[config.mk]
export PLATFORM = sky130hd
export DESIGN_NAME = json_bracket_balance_checker_top
export DESIGN_NICKNAME = d
export VERILOG_FILES = /design/src/sv/jbbc_pkg.sv /design/src/sv/jbbc_in_stage.sv /design/src/sv/jbbc_scan.sv /design/src/sv/jbbc_out_stage.sv /design/src/sv/json_bracket_balance_checker_top.sv
export VERILOG_INCLUDE_DIRS = /design/src /design/src/sv
export SDC_FILE = /design/constraint.sdc
export NUM_CORES = 1
export LEC_CHECK = 0
export BUFFER_PORTS_ARGS = -buffer_cell sky130_fd_sc_hd__buf_2
export CAP_MARGIN = 20
export CORE_AREA = 3 3 87 122
export DETAILED_ROUTE_END_ITERATION = 10
export DIE_AREA = 0 0 90 125
export HOLD_SLACK_MARGIN = 0.06
export PLACE_DENSITY = 0.77
export SLEW_MARGIN = 5
export SYNTH_ARGS = -nofsm -noshare
export SYNTH_HDL_FRONTEND = slang
export SYNTH_SLANG_ARGS = --single-unit
[constraint.sdc]
create_clock -name clk -period 2.9 [get_ports clk]
set_input_delay 0.58 -clock clk [delete_from_list [all_inputs] [get_ports clk]]
set_output_delay 0.58 -clock clk [all_outputs]
set_load 0.005 [all_outputs]
[src/sv/json_bracket_balance_checker_top_assert.svh]
// ---------------------------------------------------------------------------
// Assertion macros for the JSON bracket balance checker
// Shared concurrent-assertion wrappers on clk, disabled during rst_n low.
// ---------------------------------------------------------------------------
`ifndef JSON_BRACKET_BALANCE_CHECKER_TOP_ASSERT_SVH
`define JSON_BRACKET_BALANCE_CHECKER_TOP_ASSERT_SVH

// same-cycle implication
`define JBBC_ASSERT_NOW(label, ante, cons, msg) \
    label: assert property (@(posedge clk) disable iff (!rst_n) (ante) |-> (cons)) \
        else $error(msg);

// next-cycle implication
`define JBBC_ASSERT_NEXT(label, ante, cons, msg) \
    label: assert property (@(posedge clk) disable iff (!rst_n) (ante) |=> (cons)) \
        else $error(msg);

`endif

[src/sv/jbbc_pkg.sv]
// ---------------------------------------------------------------------------
// jbbc_pkg
// Types, constants and helpers shared by the bracket balance checker.
// ---------------------------------------------------------------------------
package jbbc_pkg;

    localparam int DEPTH_BITS = 16;
    localparam logic [DEPTH_BITS-1:0] DEPTH_MAX = '1;

    localparam logic [7:0] CH_LBRACE   = 8'h7B;
    localparam logic [7:0] CH_RBRACE   = 8'h7D;
    localparam logic [7:0] CH_LBRACKET = 8'h5B;
    localparam logic [7:0] CH_RBRACKET = 8'h5D;
    localparam logic [7:0] CH_BSLASH   = 8'h5C;
    localparam logic [7:0] CH_QUOTE    = 8'h22;
    localparam logic [7:0] CH_SPACE    = 8'h20;
    localparam logic [7:0] CH_TAB      = 8'h09;
    localparam logic [7:0] CH_CR       = 8'h0D;

    typedef enum logic [2:0] {
        ERR_NONE          = 3'd0,
        ERR_STRAY_BRACE   = 3'd1,
        ERR_STRAY_BRACKET = 3'd2,
        ERR_UNCLOSED      = 3'd3,
        ERR_BAD_FIRST     = 3'd4,
        ERR_BAD_LAST      = 3'd5,
        ERR_OVERFLOW      = 3'd6
    } reason_t;

    typedef struct packed {
        logic [7:0] text_byte;
        logic       final_byte;
    } beat_t;

    typedef struct packed {
        logic    is_valid;
        reason_t fail_reason;
    } verdict_t;

    function automatic logic is_space(input logic [7:0] b);
        return (b == CH_SPACE) || ((b >= CH_TAB) && (b <= CH_CR));
    endfunction

    function automatic logic is_opener(input logic [7:0] b);
        return (b == CH_LBRACE) || (b == CH_LBRACKET);
    endfunction

    function automatic logic is_closer(input logic [7:0] b);
        return (b == CH_RBRACE) || (b == CH_RBRACKET);
    endfunction

    // first error sticks
    function automatic reason_t note_err(input reason_t held, input reason_t code);
        return (held == ERR_NONE) ? code : held;
    endfunction

endpackage

[src/sv/jbbc_in_stage.sv]
// ---------------------------------------------------------------------------
// jbbc_in_stage
// Input register; holds one beat until the scan stage takes it.
// ---------------------------------------------------------------------------
module jbbc_in_stage
    import jbbc_pkg::*;
(
    input  logic  clk,
    input  logic  rst_n,
    input  logic  in_valid,
    output logic  in_stall,
    input  beat_t in_beat,
    input  logic  advance,
    output logic  held_valid,
    output beat_t held_beat
);

    logic  valid_reg;
    logic  valid_next;
    beat_t beat_reg;
    logic  accept;

    assign in_stall   = valid_reg & ~advance;
    assign accept     = in_valid & ~in_stall;
    assign valid_next = accept | (valid_reg & ~advance);
    assign held_valid = valid_reg;
    assign held_beat  = beat_reg;

    always_ff @(posedge clk or negedge rst_n)
    begin
        if (!rst_n)
        begin
            valid_reg <= 1'b0;
        end
        else
        begin
            valid_reg <= valid_next;
        end
    end

    always_ff @(posedge clk)
    begin
        if (accept)
        begin
            beat_reg <= in_beat;
        end
    end

endmodule

[src/sv/jbbc_scan.sv]
// ---------------------------------------------------------------------------
// jbbc_scan
// Depth counters, string/escape flags, sticky error and end-of-text verdict.
// ---------------------------------------------------------------------------
module jbbc_scan
    import jbbc_pkg::*;
(
    input  logic     clk,
    input  logic     rst_n,
    input  logic     step,
    input  beat_t    beat,
    output verdict_t verdict
);

`include "json_bracket_balance_checker_top_assert.svh"

    logic [DEPTH_BITS-1:0] brace_reg,   brace_next;
    logic [DEPTH_BITS-1:0] bracket_reg, bracket_next;
    logic    quote_reg,    quote_next;
    logic    skip_reg,     skip_next;
    logic    awaiting_reg, awaiting_next;
    logic    first_reg,    first_next;
    logic    last_reg,     last_next;
    reason_t err_reg,      err_next;
    reason_t reason;
    logic [7:0] b;

    assign b = beat.text_byte;

    always_comb
    begin
        brace_next    = brace_reg;
        bracket_next  = bracket_reg;
        quote_next    = quote_reg;
        skip_next     = skip_reg;
        awaiting_next = awaiting_reg;
        first_next    = first_reg;
        last_next     = last_reg;
        err_next      = err_reg;
        reason        = ERR_NONE;

        if (step)
        begin
            if (awaiting_reg)
            begin
                first_next    = is_opener(b);
                awaiting_next = 1'b0;
            end
            if (!is_space(b))
            begin
                last_next = is_closer(b);
            end

            if (skip_reg)
            begin
                skip_next = 1'b0;
            end
            else if (b == CH_BSLASH)
            begin
                skip_next = 1'b1;
            end
            else if (b == CH_QUOTE)
            begin
                quote_next = ~quote_reg;
            end
            else if (!quote_reg)
            begin
                case (b)
                    CH_LBRACE:
                    begin
                        if (brace_reg == DEPTH_MAX)
                            err_next = note_err(err_reg, ERR_OVERFLOW);
                        else
                            brace_next = brace_reg + 1'b1;
                    end
                    CH_RBRACE:
                    begin
                        if (brace_reg == '0)
                            err_next = note_err(err_reg, ERR_STRAY_BRACE);
                        else
                            brace_next = brace_reg - 1'b1;
                    end
                    CH_LBRACKET:
                    begin
                        if (bracket_reg == DEPTH_MAX)
                            err_next = note_err(err_reg, ERR_OVERFLOW);
                        else
                            bracket_next = bracket_reg + 1'b1;
                    end
                    CH_RBRACKET:
                    begin
                        if (bracket_reg == '0)
                            err_next = note_err(err_reg, ERR_STRAY_BRACKET);
                        else
                            bracket_next = bracket_reg - 1'b1;
                    end
                    default:
                    begin
                    end
                endcase
            end

            if (beat.final_byte)
            begin
                if (err_next != ERR_NONE)
                    reason = err_next;
                else if ((brace_next != '0) || (bracket_next != '0))
                    reason = ERR_UNCLOSED;
                else if (!first_next)
                    reason = ERR_BAD_FIRST;
                else if (!last_next)
                    reason = ERR_BAD_LAST;
                else
                    reason = ERR_NONE;

                // back to the idle state for the next text
                brace_next    = '0;
                bracket_next  = '0;
                quote_next    = 1'b0;
                skip_next     = 1'b0;
                awaiting_next = 1'b1;
                first_next    = 1'b0;
                last_next     = 1'b0;
                err_next      = ERR_NONE;
            end
        end
    end

    assign verdict.is_valid    = (reason == ERR_NONE);
    assign verdict.fail_reason = reason;

    always_ff @(posedge clk or negedge rst_n)
    begin
        if (!rst_n)
        begin
            brace_reg    <= '0;
            bracket_reg  <= '0;
            quote_reg    <= 1'b0;
            skip_reg     <= 1'b0;
            awaiting_reg <= 1'b1;
            first_reg    <= 1'b0;
            last_reg     <= 1'b0;
            err_reg      <= ERR_NONE;
        end
        else
        begin
            brace_reg    <= brace_next;
            bracket_reg  <= bracket_next;
            quote_reg    <= quote_next;
            skip_reg     <= skip_next;
            awaiting_reg <= awaiting_next;
            first_reg    <= first_next;
            last_reg     <= last_next;
            err_reg      <= err_next;
        end
    end

    `JBBC_ASSERT_NEXT(a_final_clears,
        step && beat.final_byte,
        awaiting_reg && (brace_reg == '0) && (bracket_reg == '0) && !quote_reg
            && !skip_reg && (err_reg == ERR_NONE),
        "scan state not cleared after final beat")

    `JBBC_ASSERT_NEXT(a_error_sticky,
        (err_reg != ERR_NONE) && !(step && beat.final_byte),
        err_reg == $past(err_reg),
        "held error changed before end of text")

    `JBBC_ASSERT_NEXT(a_brace_count,
        step && !beat.final_byte && !skip_reg && !quote_reg && (b == CH_LBRACE)
            && (brace_reg != DEPTH_MAX),
        brace_reg == $past(brace_reg) + 1'b1,
        "brace depth did not count up")

endmodule

[src/sv/jbbc_out_stage.sv]
// ---------------------------------------------------------------------------
// jbbc_out_stage
// Result register; holds a verdict until the receiver takes the beat.
// ---------------------------------------------------------------------------
module jbbc_out_stage
    import jbbc_pkg::*;
(
    input  logic     clk,
    input  logic     rst_n,
    input  logic     load,
    input  verdict_t verdict,
    output logic     out_valid,
    input  logic     out_stall,
    output logic     is_valid,
    output logic [2:0] fail_reason
);

    logic     valid_reg;
    logic     valid_next;
    verdict_t verdict_reg;

    assign valid_next  = load | (valid_reg & out_stall);
    assign out_valid   = valid_reg;
    assign is_valid    = verdict_reg.is_valid;
    assign fail_reason = verdict_reg.fail_reason;

    always_ff @(posedge clk or negedge rst_n)
    begin
        if (!rst_n)
        begin
            valid_reg <= 1'b0;
        end
        else
        begin
            valid_reg <= valid_next;
        end
    end

    always_ff @(posedge clk)
    begin
        if (load)
        begin
            verdict_reg <= verdict;
        end
    end

endmodule

[src/sv/json_bracket_balance_checker_top.sv]
// ---------------------------------------------------------------------------
// json_bracket_balance_checker_top
// Streams a text one byte per beat and gives a pass/fail verdict with a
// reason code for the text once the beat that carries its final byte is scanned.
// ---------------------------------------------------------------------------
//
//  channel | handshake               | payload
//  --------+-------------------------+---------------------------------
//  in      | in_valid / in_stall     | text_byte[7:0], final_byte
//  out     | out_valid / out_stall   | is_valid, fail_reason[2:0]
//
//  Throughput: one byte per cycle while no final byte waits on out_stall;
//  the scan stage updates its depth counters and flags as each byte is taken.
//  Path: a final byte's verdict goes through the input register, then the
//  result register, before it shows on out_valid.
//  Reset: rst_n clears both valid bits and the scan state; no clear pass.
//  Stalls: out_stall holds only a final byte in the input register while a
//  verdict is still waiting, and in_stall holds off new bytes behind it.
// ---------------------------------------------------------------------------
module json_bracket_balance_checker_top
    import jbbc_pkg::*;
(
    input  logic       clk,
    input  logic       rst_n,
    // input channel
    input  logic       in_valid,
    output logic       in_stall,
    input  logic [7:0] text_byte,
    input  logic       final_byte,
    // result channel
    output logic       out_valid,
    input  logic       out_stall,
    output logic       is_valid,
    output logic [2:0] fail_reason
);

    beat_t    in_beat;
    beat_t    held_beat;
    logic     held_valid;
    logic     advance;
    logic     load;
    verdict_t verdict;

    assign in_beat.text_byte  = text_byte;
    assign in_beat.final_byte = final_byte;

    // A held beat moves on unless it is a final byte and the result
    // register still owns an untaken verdict.
    assign advance = held_valid & (~held_beat.final_byte | ~(out_valid & out_stall));
    assign load    = advance & held_beat.final_byte;

    jbbc_in_stage u_in (
        .clk        (clk),
        .rst_n      (rst_n),
        .in_valid   (in_valid),
        .in_stall   (in_stall),
        .in_beat    (in_beat),
        .advance    (advance),
        .held_valid (held_valid),
        .held_beat  (held_beat)
    );

    jbbc_scan u_scan (
        .clk     (clk),
        .rst_n   (rst_n),
        .step    (advance),
        .beat    (held_beat),
        .verdict (verdict)
    );

    jbbc_out_stage u_out (
        .clk         (clk),
        .rst_n       (rst_n),
        .load        (load),
        .verdict     (verdict),
        .out_valid   (out_valid),
        .out_stall   (out_stall),
        .is_valid    (is_valid),
        .fail_reason (fail_reason)
    );

endmodule
### Word-level counts from Yosys, hierarchy flattened

Cells that the tools add are included.

| storage, ports and cells | value |
|---|---|
| word-level logic and storage cells | 110 |
| bits in registers | 55 |
| input bits | 13 |
| output and inout bits | 6 |

| cells by class | value |
|---|---|
| reductions and logical operators | 14 |
| bitwise operators | 13 |
| equality and inequality tests | 11 |
| multiplexer cells | 52 |
| add/sub/neg operators | 4 |
| magnitude comparators | 2 |

Operator list:

| cell | number |
|---|---|
| 2-to-1 mux 16 bit | 16 |
| one-hot mux 16 bit (2 select lines) | 2 |
| 2-to-1 mux 3 bit | 19 |
| == test 8 x 7 -> 1 bit (second input constant) | 5 |
| adder 16 x 1 -> 16 bit (second input constant) | 2 |
| == test 16 bit (second input constant) | 2 |
| zero test 16 bit | 2 |
| nonzero test 16 bit | 2 |
| subtractor 16 x 1 -> 16 bit (second input constant) | 2 |
| == test 8 x 6 -> 1 bit (second input constant) | 2 |
| 2-to-1 mux 1 bit | 14 |
| one-hot mux 3 bit (4 select lines) | 1 |
| greater-or-equal comparator 8 x 4 -> 1 bit (second input constant) | 1 |
| <= comparator 8 x 4 -> 1 bit (second input constant) | 1 |
| zero test 3 bit | 2 |
| bitwise AND 1 bit | 5 |
| inverter 1 bit | 5 |
| logical OR 1 bit | 4 |
| != test 2 bit (second input constant) | 2 |
| AND reduction 4 bit | 1 |
| bitwise OR 1 bit | 3 |
| nonzero test 3 bit | 1 |
| nonzero test 2 bit | 1 |
| logical AND 1 bit | 1 |

### Depth between registers and ports, before layout

| depth | value |
|---|---|
| depth in word-level cells | 15 |
| mapped depth | 12 |
| depth with buffers taken out | 11 |

### By module

From an unflattened synthesis, not the netlist that was laid out.

| second synthesis, totals | value |
|---|---|
| cell total of the unflattened synthesis | 594 |
| area, all modules | 4865.9 sq um |

By module, submodules not included:

| module | times used | cells an instance | area each (sq um) | seq. area each (sq um) |
|---|---|---|---|---|
| jbbc_scan | 1 | 570 | 4366.7 | 1002.2 |
| jbbc_in_stage | 1 | 14 | 327.8 | 295.3 |
| jbbc_out_stage | 1 | 6 | 152.6 | 145.1 |
| json_bracket_balance_checker_top | 1 | 4 | 18.8 | 0.0 |

### Worst setup path after synthesis

OpenSTA, ideal clock, no wires.

| path | value |
|---|---|
| path kind | reg2reg |
| from | register u_scan.bracket_reg[0] |
| to | register u_out.verdict_reg (netlist bit u_out.fail_reason[0]), data pin |
| path buffers | 0 |
| required time | 2.631 ns |
| stages on the path, launching flop included | 12 |
| data arrival time | 2.943 ns |
| path slack | -0.313 ns |
| setup time | 0.269 ns |
| clock period less this slack | 3.213 ns |
| cell sequence | dfrtp_1 > inv_1 > ha_1 > or3b_2 > nor3_2 > a21oi_1 > or3_1 > xor2_1 > nand3_1 > or4_4 > o31ai_1 > a21oi_1 |

RTL lines:

| item | line | text |
|---|---|---|
| start, declared | jbbc_scan.sv:18 | `logic [DEPTH_BITS-1:0] bracket_reg, bracket_next;` |
| start signal, assigned | jbbc_scan.sv:148 | `bracket_reg <= bracket_next;` |
| end signal, assigned | jbbc_out_stage.sv:43 | `verdict_reg <= verdict;` |
| end, declared | jbbc_out_stage.sv:20 | `verdict_t verdict_reg;` |

==> run summary <==
status: complete, but fails checks
failing checks: setup timing
Die W: 90 µm
cell breakdown of the critical path: nand4b_1, buf_4, nor4_1, nor2b_1, o21ai_0, a21oi_1, nand3_1, or4_4, o31ai_2, a21oi_1
worst skew pair latency: 0.30 ns
dpl cell area: 6521 µm²
Slew headroom: 50.74%
clk root buf: clkbuf_16
TritonCTS Buffers: 5
Tmin final: 3.204 ns
htree depth: 2
Pwr Density: 326.1 nW/µm²
clock skew: 0.004687 ns
crit start category: flip-flop
critical path required time: 2.93 ns
clk slew on worst S/H paths: 0.07 ns
GR Util All Layers: 38.39%
most numerous cell in the Yosys netlist: o21ai_0
setup ws final: -0.3044 ns
Slew Limit Fails: 0
RSZ-0062 raised after global routing: true
Buf/Inv on CP: 1
TritonCTS Sinks: 55
Seq cells post-synth: 55
Cells after Synth: 594
drt drc: 0
Synth top area share: 21.57%
Setup TNS: -0.8694 ns
Synth Net Count: 611
Via Count: 6167
worst min-delay path category: input pin to async pin
largest area contributor in the netlist: dfrtp_1
final net count: 831
Worst VDD drop: 0.3486 mV
Yosys Warn Count: 0
wire per inst: 22.87 µm
Antenna Cells: 0
CP max stage cell: or4_4
final hold vios: 0
origin of the worst setup path: u_in.held_beat[8]
worst r2r src: u_in.held_beat[8]
row cnt: 42
worst slew pin tran: 0.7389 ns
main area contributors after synthesis: dfrtp_1 22%, edfxtp_1 8.2%, o21ai_0 6.3%
largest net degree at the start of global routing: 30
DR vias/cell: 6.512
Post-Syn Area: 4756 µm²
Ports: 19
Cell variety after synth: 80
Synth async-reset ratio: 76.36%
vias in the first global route: 6232
CP max stage delay: 0.56 ns
core area: 9564 µm²
Die Area: 11250 µm²
PortBufs: 18
Pleak: 3.140 nW
initial drt markers: 497
synthesis-to-layout area growth: 48.83%
# setup viols final: 4
DRT antenna net count: 0
Die Height: 125 µm
Worst Path Arrival: 3.23 ns
GP Congestion: 1.131
initial antenna violation count: 0
Post-DP HPWL: 16420 µm
CTS tree: built
share of layout cells above drive strength 1: 41.23%
DR pass1 iterations: 7
crit path max fanout: 6
EDFF count, synth: 13
fin crit share: 110.5%
Finished Core Util: 74.01%
fmax: 312.1 MHz
hold buffers post-CTS: 0
kind of critical path: flip-flop to flip-flop
Total Wirelength: 21660 µm
top cells by count, synth: 60 x o21ai_0, 57 x nand2_1, 41 x dfrtp_1
Synth Area per Inst: 8.006 µm²
first-pass GRT wire length: 33840 µm
CP delay by family, top: simple AND/OR/NAND/NOR gates
sequential area share after synthesis: 30.33%
fin area: 7078 µm²
Max clock buf depth: 2
top_reg_cell synth: dfrtp_1
Worst Setup End Kind: flip-flop
maxcap violations: 0
Initial Util: 49.73%
grt ovf: 0
most frequent CP cell: a21oi_1
==> worst reg2reg max path, cell delays in order, from the launching register on <==
cell	delay [ns]
edfxtp_1	0.47
nand4b_1	0.32
buf_4	0.21
nor4_1	0.39
nor2b_1	0.22
o21ai_0	0.09
a21oi_1	0.23
nand3_1	0.11
or4_4	0.56
o31ai_2	0.21
a21oi_1	0.12
==> cell families after synthesis <==
kind of cell | share of synthesized area (%)
AO/OA/AOI/OAI | 25.78
XOR/XNOR | 1.658
adder cells (fa/ha/maj) | 1.052
buffers and inverters | 5.446
flip-flops | 30.33
multiplexers | 1.289
AND/OR/NAND/NOR | 34.44
==> what timing repair did <==
| item | CTS | global route |
|---|---|---|
| endpoints found under the hold margin | 0 | 0 |
| buffers inserted | 9 | 5 |
| endpoints found under the setup margin | 4 | 4 |
| resized for setup | 29 | 37 |
| pin swaps | 13 | 9 |
==> cell usage in the layout (no fill, tap or decap), types with 12 or more instances in the layout <==
cell and count:
dfrtp_1 38, buf_2 18, nand4_1 24, nor3_1 25
nor2_1 36, a22o_1 12, nand2_1 55, nand3_1 23
inv_1 16, buf_4 229, a21oi_1 19, o21ai_0 56
edfxtp_1 13
==> metal layers <==
layer	share of wire, %	global-route usage (%)	vias up	wire length [µm]
met5	0	0	-	0
met4	9.5	30.03	0	2068
met3	7.9	7.031	144	1716
met2	49	65.85	393	10560
met1	34	41.39	2892	7312
li1	-	-	2738	-
==> cell type report <==
class / count / area, µm²
inverters: 18 / 67.56
flip-flops and latches: 55 / 1446
fillers: 751 / 2486
multi-input cells: 479 / 3358
well taps: 132 / 165.2
clock inverters: 2 / 12.51
clock buffers: 6 / 128.9
repair buffers: 255 / 1899
==> worst paths after layout <==
check,slack (ns),endpoint,depth (start not counted)
worst max-delay path,-0.30,u_out.fail_reason[0],10
worst min-delay path,0.34,u_scan.brace_reg[8],1
worst max register to register,-0.30,u_out.fail_reason[0],10
worst min register to register,0.47,u_scan.awaiting_reg,2
max in group asynchronous,1.79,u_scan.awaiting_reg,2
min in group clk,0.46,u_in.held_beat[1],1
==> report_power, final <==
group | leakage [nW] | switching [mW] | internal (mW)
Combinational | 2.37 | 0.452 | 0.396
Clock | 0.0685 | 0.283 | 0.320
Sequential | 0.699 | 0.0306 | 0.827
Total | 3.14 | 0.766 | 1.54
==> metrics by stage <==
stage | hold slack [ns] | std cells | worst slack (ns) | total power, mW
floorplan | 0.2844 | 594 | -0.03841 | 1.242
detailed placement | 0.4612 | 925 | -0.2816 | 1.578
global route | 0.3811 | 947 | -0.4578 | 2.400
global placement | 0.4556 | 925 | -0.2703 | 1.570
finish | 0.3351 | 947 | -0.3044 | 2.308
CTS | 0.3670 | 942 | -0.1862 | 2.234
No activity file was read; power rests on OpenSTA's default activity.
